[config.mk]
export PLATFORM = sky130hd
export DESIGN_NAME = sync_word_frame_deframer_core
export DESIGN_NICKNAME = d
export VERILOG_FILES = /design/src/swfd_pkg.sv /design/src/sync_word_frame_deframer_core.sv /design/src/swfd_step.sv
export SDC_FILE = /design/constraint.sdc
export NUM_CORES = 1
export LEC_CHECK = 0
export BUFFER_PORTS_ARGS = -buffer_cell sky130_fd_sc_hd__buf_2
export CORE_MARGIN = 2
export CORE_UTILIZATION = 30
export DETAILED_ROUTE_END_ITERATION = 10
export HOLD_SLACK_MARGIN = 0.03
export SYNTH_ARGS = -nofsm -noshare
export SYNTH_HDL_FRONTEND = slang
export SYNTH_SLANG_ARGS = --single-unit
[constraint.sdc]
create_clock -name clk -period 5.6 [get_ports clk]
set_input_delay 0.56 -clock clk [delete_from_list [all_inputs] [get_ports clk]]
set_output_delay 0.56 -clock clk [all_outputs]
set_load 0.01 [all_outputs]
[src/swfd_pkg.sv]
// Package for the sync-word frame deframer.
// Holds the header position codes, sync word, state and result types.
// No dependencies.
package swfd_pkg;

	localparam int unsigned SYNC_LEN = 4;

	typedef enum logic [2:0] {
		POS_SYNC0   = 3'd0,
		POS_SYNC1   = 3'd1,
		POS_SYNC2   = 3'd2,
		POS_SYNC3   = 3'd3,
		POS_LEN_LO  = 3'd4,
		POS_LEN_HI  = 3'd5,
		POS_CHECK   = 3'd6,
		POS_PAYLOAD = 3'd7
	} hdr_pos_t;

	// "UART", first byte expected first
	localparam logic [7:0] SYNC_WORD [SYNC_LEN] = '{8'h55, 8'h41, 8'h52, 8'h54};

	localparam logic [15:0] MAX_LEN_RESET = 16'd255;

	typedef struct packed {
		hdr_pos_t    pos;
		logic [15:0] len;
		logic [7:0]  chk;
		logic [15:0] cnt;
	} dfr_state_t;

	typedef struct packed {
		logic [7:0]  payload_byte;
		logic [15:0] payload_offset;
		logic        data_valid;
		logic        frame_last;
		logic [15:0] declared_length;
		logic [7:0]  header_check;
	} dfr_result_t;

endpackage

[src/sync_word_frame_deframer_core.sv]
// Top level of the sync-word frame deframer.
// Uses swfd_pkg and swfd_step.
//
// The block takes one received byte per transfer and hunts for the sync word
// "UART", then reads a little-endian 16-bit length and a check byte, and
// passes on min(length, max_payload_length) payload bytes, each with its
// offset; the final one carries frame_last. A frame whose kept length is zero
// gives one result with data_valid low and frame_last high. The check byte is
// reported, never verified. A byte can be taken on every clock cycle unless a
// result waits on a stalled result channel; its result, if it has one, passes
// from the byte register through the combinational header/payload update
// into the result register. Write max_payload_length (reset 255) only while
// the block is idle.
module sync_word_frame_deframer_core (
	input  logic        clk,
	input  logic        arst_n,
	// byte channel
	input  logic [7:0]  rx_byte,
	input  logic        rx_valid,
	output logic        rx_stall,
	// result channel
	output logic [7:0]  payload_byte,
	output logic [15:0] payload_offset,
	output logic        data_valid,
	output logic        frame_last,
	output logic [15:0] declared_length,
	output logic [7:0]  header_check,
	output logic        res_valid,
	input  logic        res_stall,
	// configuration
	input  logic        cfg_we,
	input  logic [15:0] cfg_data
);

	logic [15:0]           max_len_q;
	logic                  valid_s1;
	logic [7:0]            byte_s1;
	swfd_pkg::dfr_state_t  state_q;
	swfd_pkg::dfr_state_t  state_nxt;
	logic                  has_result;
	swfd_pkg::dfr_result_t result;
	swfd_pkg::dfr_result_t res_q;
	logic                  res_valid_q;
	logic                  out_free;
	logic                  consume_s1;
	logic                  load_s1;

	// result register can take a new item when empty or being drained
	assign out_free   = !res_valid_q || !res_stall;
	// a byte without a result never waits on the output side
	assign consume_s1 = valid_s1 && (!has_result || out_free);
	assign rx_stall   = valid_s1 && !consume_s1;
	assign load_s1    = rx_valid && !rx_stall;

	always_ff @(posedge clk or negedge arst_n) begin
		if (!arst_n) begin
			max_len_q <= swfd_pkg::MAX_LEN_RESET;
		end else if (cfg_we) begin
			max_len_q <= cfg_data;
		end
	end

	// byte register
	always_ff @(posedge clk or negedge arst_n) begin
		if (!arst_n) begin
			valid_s1 <= 1'b0;
		end else if (load_s1 || consume_s1) begin
			valid_s1 <= load_s1;
		end
	end

	always_ff @(posedge clk) begin
		if (load_s1) begin
			byte_s1 <= rx_byte;
		end
	end

	swfd_step u_step (
		.cur        (state_q),
		.rx_byte    (byte_s1),
		.max_len    (max_len_q),
		.nxt        (state_nxt),
		.has_result (has_result),
		.result     (result)
	);

	// header state: advance once per consumed byte
	always_ff @(posedge clk or negedge arst_n) begin
		if (!arst_n) begin
			state_q <= '{pos: swfd_pkg::POS_SYNC0, len: '0, chk: '0, cnt: '0};
		end else if (consume_s1) begin
			state_q <= state_nxt;
		end
	end

	// result register: hold while stalled
	always_ff @(posedge clk or negedge arst_n) begin
		if (!arst_n) begin
			res_valid_q <= 1'b0;
		end else if (out_free) begin
			res_valid_q <= consume_s1 && has_result;
		end
	end

	always_ff @(posedge clk) begin
		if (out_free && consume_s1 && has_result) begin
			res_q <= result;
		end
	end

	assign res_valid       = res_valid_q;
	assign payload_byte    = res_q.payload_byte;
	assign payload_offset  = res_q.payload_offset;
	assign data_valid      = res_q.data_valid;
	assign frame_last      = res_q.frame_last;
	assign declared_length = res_q.declared_length;
	assign header_check    = res_q.header_check;

endmodule

[src/swfd_step.sv]
// One byte step of the deframer: next header state and the optional result.
// Purely combinational; uses swfd_pkg.
module swfd_step (
	input  swfd_pkg::dfr_state_t  cur,
	input  logic [7:0]            rx_byte,
	input  logic [15:0]           max_len,
	output swfd_pkg::dfr_state_t  nxt,
	output logic                  has_result,
	output swfd_pkg::dfr_result_t result
);

	logic [15:0] len_full;
	logic [15:0] kept;
	logic [16:0] cnt_inc;
	logic        pay_last;

	// length as it stands once the high byte is in
	assign len_full = cur.len;
	assign kept     = (len_full < max_len) ? len_full : max_len;
	assign cnt_inc  = {1'b0, cur.cnt} + 17'd1;
	assign pay_last = cnt_inc >= {1'b0, kept};

	always_comb begin
		nxt        = cur;
		has_result = 1'b0;
		result     = '0;
		result.declared_length = cur.len;
		result.header_check    = cur.chk;
		unique case (cur.pos)
			swfd_pkg::POS_SYNC0, swfd_pkg::POS_SYNC1,
			swfd_pkg::POS_SYNC2, swfd_pkg::POS_SYNC3: begin
				// drop a mismatching byte and restart the hunt
				if (rx_byte == swfd_pkg::SYNC_WORD[cur.pos[1:0]])
					nxt.pos = swfd_pkg::hdr_pos_t'(cur.pos + 3'd1);
				else
					nxt.pos = swfd_pkg::POS_SYNC0;
			end
			swfd_pkg::POS_LEN_LO: begin
				nxt.len = {8'h00, rx_byte};
				nxt.pos = swfd_pkg::POS_LEN_HI;
			end
			swfd_pkg::POS_LEN_HI: begin
				nxt.len = {rx_byte, cur.len[7:0]};
				nxt.pos = swfd_pkg::POS_CHECK;
			end
			swfd_pkg::POS_CHECK: begin
				nxt.chk = rx_byte;
				nxt.cnt = '0;
				result.header_check = rx_byte;
				if (kept == 16'd0) begin
					has_result        = 1'b1;
					result.frame_last = 1'b1;
					nxt.pos           = swfd_pkg::POS_SYNC0;
				end else begin
					nxt.pos = swfd_pkg::POS_PAYLOAD;
				end
			end
			swfd_pkg::POS_PAYLOAD: begin
				has_result            = 1'b1;
				result.payload_byte   = rx_byte;
				result.payload_offset = cur.cnt;
				result.data_valid     = 1'b1;
				result.frame_last     = pay_last;
				if (pay_last) begin
					nxt.pos = swfd_pkg::POS_SYNC0;
					nxt.cnt = '0;
				end else begin
					nxt.cnt = cnt_inc[15:0];
				end
			end
			default: begin
				nxt.pos = swfd_pkg::POS_SYNC0;
			end
		endcase
	end

endmodule

Word-level counts from Yosys, hierarchy flattened:

Index checks and enable logic that the tools add are counted.

* add/sub/neg operators: 2
* magnitude comparators: 3
* equal/unequal tests: 9
* muxes and demuxes: 16
* bitwise logic cells: 2
* reductions and logical operators: 23

Operators by type and width (count)
* $pmux 16 s2: 2
* $mux 16: 2
* $mux 8: 3
* $add 16x1->17 const B: 1
* $ge 17x16->1: 1
* $bmux 8 s2: 1
* $logic_not 16->1: 1
* $lt 16x16->1: 1
* $pmux 3 s5: 1
* $eq 3x3->1 const B: 4
* $mux 3: 3
* $eq 8x8->1: 1
* $eq 3x2->1 const B: 2
* $logic_and 1x1->1: 6
* $reduce_and 2->1: 3
* $logic_not 1->1: 5
* $pmux 1 s2: 2
* $reduce_bool 2->1: 2
* $reduce_or 4->1: 1
* $add 3x1->3 const B: 1
* $eq 3x1->1 const B: 1
* $ge 3x3->1 const B: 1
* $logic_not 3->1: 1
* $logic_or 1x1->1: 3
* other kinds (5): 6

* register bits: 119
* input port bits: 29
* output and inout bits: 52
* word-level logic and storage cells: 70

Depth between registers and ports, before layout:

* word-level depth: 13
* depth in mapped cells: 19

Cells and area by module:

A second synthesis with hierarchy kept.

* cell total of the unflattened synthesis: 665
* area, all modules: 7290.7 sq um

By module, submodules not included
* sync_word_frame_deframer_core: times used 1, cells each 348, area each 4921.0 sq um, sequential area each 3278.1 sq um
* swfd_step: times used 1, cells each 317, area each 2369.8 sq um, sequential area each 0.0 sq um

Worst setup path before layout:

No wires, ideal clock.

* path kind: register to register
* start point: register max_len_q[2]
* end point: register res_q, in the netlist data_valid, enable pin
* library setup time: 0.458 ns
* arrival: 4.187 ns
* setup slack: 0.955 ns
* stages on the path, launching flop included: 11
* path through: dfstp_2 > inv_1 > ha_1 > a211oi_2 > o21ai_1 > a211oi_2 > o21a_1 > buf_4 > o211a_1 > o21ai_1 > nor2_1

* cells in the longest elaborated chain, start to end: 10

Ends and longest elaborated chain
* start: declaration: RTL line sync_word_frame_deframer_core.sv:35 `logic [15:0] max_len_q;`
* start signal: assignment: RTL line sync_word_frame_deframer_core.sv:57 `max_len_q <= swfd_pkg::MAX_LEN_RESET;`
* start signal: assignment: RTL line sync_word_frame_deframer_core.sv:59 `max_len_q <= cfg_data;`
* $lt 16x16->1: RTL line swfd_step.sv:19 `assign kept = (len_full < max_len) ? len_full : max_len;`
* $mux 16 *: RTL line swfd_step.sv:19
* $logic_not 16->1 *: RTL line swfd_step.sv:50 `if (kept == 16'd0) begin`
* $mux 1 *: RTL line swfd_step.sv:50
* $pmux 1 s2 *: RTL line swfd_step.sv:29 `unique case (cur.pos)`
* $logic_not 1->1: RTL line sync_word_frame_deframer_core.sv:51 `assign consume_s1 = valid_s1 && (!has_result || out_free);`
* $logic_or 1x1->1: RTL line sync_word_frame_deframer_core.sv:51
* $logic_and 1x1->1: RTL line sync_word_frame_deframer_core.sv:51
* $logic_and 1x1->1: RTL line sync_word_frame_deframer_core.sv:106 `if (out_free && consume_s1 && has_result) begin`
* $logic_and 1x1->1 *: RTL line sync_word_frame_deframer_core.sv:106
* end signal: assignment: RTL line sync_word_frame_deframer_core.sv:107 `res_q <= result;`
* end: declaration: RTL line sync_word_frame_deframer_core.sv:42 `swfd_pkg::dfr_result_t res_q;`

Every way passes the cells marked *; elsewhere a longest branch is shown, timed or not.
A chain may end at the register's enable or synchronous reset.

Final worst setup path:

* start point: register max_len_q[2]
* end point: register state_q[41] (netlist bit)

* cells in the longest elaborated chain, start to end: 9
* elaborated cells between the ends (all ways): 13
* classes of those cells: 2 x order compare; 1 x eq/ne; 5 x mux; 5 x reduce/logical

Ends and longest elaborated chain
* $lt 16x16->1: RTL line swfd_step.sv:19
* $mux 16 *: RTL line swfd_step.sv:19
* branches (longest 7 deep; another with $ge 17x16->1)
* end signal: assignment: RTL line sync_word_frame_deframer_core.sv:90 `state_q <= '{pos: swfd_pkg::POS_SYNC0, len: '0, chk: '0, cnt: '0};`
* end signal: assignment: RTL line sync_word_frame_deframer_core.sv:92 `state_q <= state_nxt;`
* end: declaration: RTL line sync_word_frame_deframer_core.sv:38 `swfd_pkg::dfr_state_t state_q;`

Mark *: on every way between the ends.

==> results.cfg <==
[drt]
drc = 0
wl_mm = 14.3
routedWlPerCell_um = 15.9
ant_nets = 0
first_pass_iters = 4
vias = 4202
initialDrtViolationCount = 257
routed_via_density = 4.67

[floorplanning]
io_pins = 81
die_h_um = 144
placement_rows = 51
start_util_pct = 30.5
die_area_um2 = 20900
coreArea_um2 = 19400
die_w_um = 144

[setup_path]
required_ps = 5910
regToRegStartpoint = max_len_q[2]$_DFFE_PN1P_
reg2reg_depth = 17
worstSetupPathType = reg2reg
r2r_setup_slack_ps = 1280
critPathLaunchType = register
arrival_ps = 4630
crit_path_start = max_len_q[2]$_DFFE_PN1P_
r2r-end = state_q[41]$_DFFE_PN0P_
cp_max_fo = 18
critPathCaptureType = register
crit_end = state_q[41]$_DFFE_PN0P_

[pwr]
leakage_nw = 3.18
power_w = 0.00212
irDropWorstVdd_mv = 0.192
p_per_area_nw_per_um2 = 294

[global_routing]
overflow = 0
antenna_found_initial = 1
grt_max_degree = 62
grt_usage_pct = 14.8
grt_pass1_wl_mm = 22.9
grt_pass1_vias = 4329

[timing]
rsz0062_at_grt = false
fin_setup_tns_ps = 0
finalHoldViolCount = 0
final.setup_skew_ps = 13.5
min_period_ps = 4320
slew_violations = 0
worst_slew_pin_slew_ps = 836
finalSetupViolations = 0
max_freq_ghz = 0.232
slew_headroom_pct = 44.3
fin_crit_sh_pct = 77.1

[placement]
numPortBuffers = 80
hpwl_mm = 10.5
gp_congestion = 0.878

[layout]
multi_input_area_um2 = 2460
seq_area_um2 = 3280
layout-drive-gt1-share_pct = 25.3
areaGrowthSynthToFinish_pct = 22.2
fillers = 1964
nets = 686

[clock_tree]
clockBufferDepth = 2
holdBufCountCts = 0
ctsResizeCount = 0
htree_levels = 4
cts_inserted_buffers = 17
cts-root-buf = clkbuf_16
cts_setup_buffers = 0
clk_pin_slew_ps = 60
cts.sinks = 119
cts_tree = built
insertion_delay_ps = 430

[yosys]
synth_edf_count = 58
syn_nets = 602
avgSynthCellArea_um2 = 11.0
syn_inst = 536
ys.flop_type = edfxtp_1
ys_seq_elements = 119
yosysWarnings = 0
synthDistinctLibCells = 43
netlist_area_um2 = 5920
synth_seq_area_share_pct = 55.4
async_flop_share_pct = 51.3

[min_path]
hp-class = in2async

[run_status]
status = completed

[flow_run]
maxCapViolations = 0
==> registers in the layout, indices dropped and copies added (netlist names) <==
signal,flops
state_q,43
declared_length,16
max_len_q,16
payload_offset,16
byte_s1,8
header_check,8
payload_byte,8
data_valid,1
frame_last,1
res_valid,1
valid_s1,1
==> layer usage <==
layer | part of all wire [%] | up-vias | track usage, %
li1 | - | 2079 | -
met4 | 1.2 | 0 | 5.83
met3 | 4.9 | 8 | 4.57
met2 | 48 | 92 | 24.2
met5 | 0 | - | 0
met1 | 46 | 2023 | 18.3
==> how the worst min path moves through the flow <==
stage	startpoint	endpoint	slack (ps)	cells after the start
final	arst_n	state_q[18]$_DFFE_PN0N_	300	2
after global routing	rx_byte[1]	byte_s1[1]$_DFFE_PP_	290	1
after CTS	rx_byte[1]	byte_s1[1]$_DFFE_PP_	280	1
after detailed placement	state_q[19]$_DFFE_PN0N_	state_q[19]$_DFFE_PN0N_	490	1
after global placement	state_q[18]$_DFFE_PN0N_	state_q[18]$_DFFE_PN0N_	480	1
after floorplan	arst_n	max_len_q[10]$_DFFE_PN0P_	260	0
==> through the flow <==
| step | setup WS [ps] | instance area (µm²) | util, % | hold slack [ps] | cells |
|---|---|---|---|---|---|
| 2_1_floorplan | 955 | 5920 | - | 264 | 536 |
| 3_3_place_gp | 1480 | 6630 | 34.2 | 483 | 866 |
| 3_5_place_dp | 1340 | 6630 | 34.2 | 492 | 866 |
| 4_1_cts | 1330 | 7230 | 37.3 | 285 | 898 |
| 5_1_grt | 917 | 7230 | 37.3 | 288 | 899 |
| 6_report | 1280 | 7230 | 37.3 | 298 | 899 |
==> Yosys cell counts, types with 10 or more instances <==
master | number | share of area (%)
nand2_1 | 65 | 4.1
edfxtp_1 | 58 | 29
nor2_1 | 41 | 2.6
and2_1 | 16 | 1.7
dfrtp_1 | 53 | 22
mux2_2 | 28 | 5.3
mux2i_1 | 11 | 1.9
nand3_1 | 17 | 1.4
xnor2_1 | 10 | 1.5
clkbuf_1 | 15 | 0.95
inv_1 | 31 | 2.0
a21oi_1 | 31 | 2.6
o21ai_0 | 41 | 3.5
ha_1 | 37 | 7.8
==> final cells by class <==
class                   instances  area share (%)
flip-flops and latches        119            45.3
multi-input cells             367            34.0
repair buffers                 84            6.12
clock buffers                  19            5.99
well taps                     265            4.58
clock inverters                13            2.39
inverters                      31            1.61
diodes                          1          0.0346
==> logic make-up after synthesis <==
logic type,Yosys count,share of synthesized area (%)
buf+inv,50,3.28
fa+ha+maj,37,7.82
simple gates,175,13.5
compound gates,98,10.2
xor+xnor,18,2.66
flops,119,55.4
mux,39,7.19
==> cells in the final DEF (no fill, tap or decap), drive strengths merged, types with 2 or more instances in the layout <==
| cell | instances |
|---|---|
| a31oi | 2 |
| nand2 | 65 |
| dfrtp | 53 |
| bufinv | 3 |
| o21ai | 43 |
| xnor2 | 10 |
| nor2b | 2 |
| nand2b | 3 |
| ha | 37 |
| and3 | 2 |
| nor2 | 41 |
| nand3 | 17 |
| a21oi | 31 |
| clkbuf | 19 |
| edfxtp | 58 |
| a22o | 4 |
| nand4 | 6 |
| or3 | 2 |
| and2 | 16 |
| inv | 34 |
| dfstp | 8 |
| clkinv | 3 |
| clkinvlp | 4 |
| o2111ai | 2 |
| buf | 84 |
| nor4 | 9 |
| o2bb2ai | 3 |
| nor3 | 9 |
| or2 | 3 |
| mux2i | 11 |
| xor2 | 8 |
| a31o | 2 |
| a211oi | 4 |
| mux2 | 28 |
| o211ai | 2 |
==> report_power, final <==
group	switching [W]	internal, W
sequential	0.0000169	0.000933
combinational	0.0000415	0.0000229
clock	0.000405	0.000704
==> critical path, cell delays in order (launching register included) <==
cell and delay (ps):
dfstp_2 530, inv_1 60, ha_1 320, a211oi_2 230, o21ai_1 110, a211oi_2 290, o21a_1 520, buf_4 320
a21oi_1 100, ha_1 310, nand3_1 100, nor3_1 240, o31ai_1 90, nand3_1 130, nor2_1 60, buf_4 190
a21oi_1 240, mux2_2 360
Note: power is estimated with default switching activity, not from simulation.
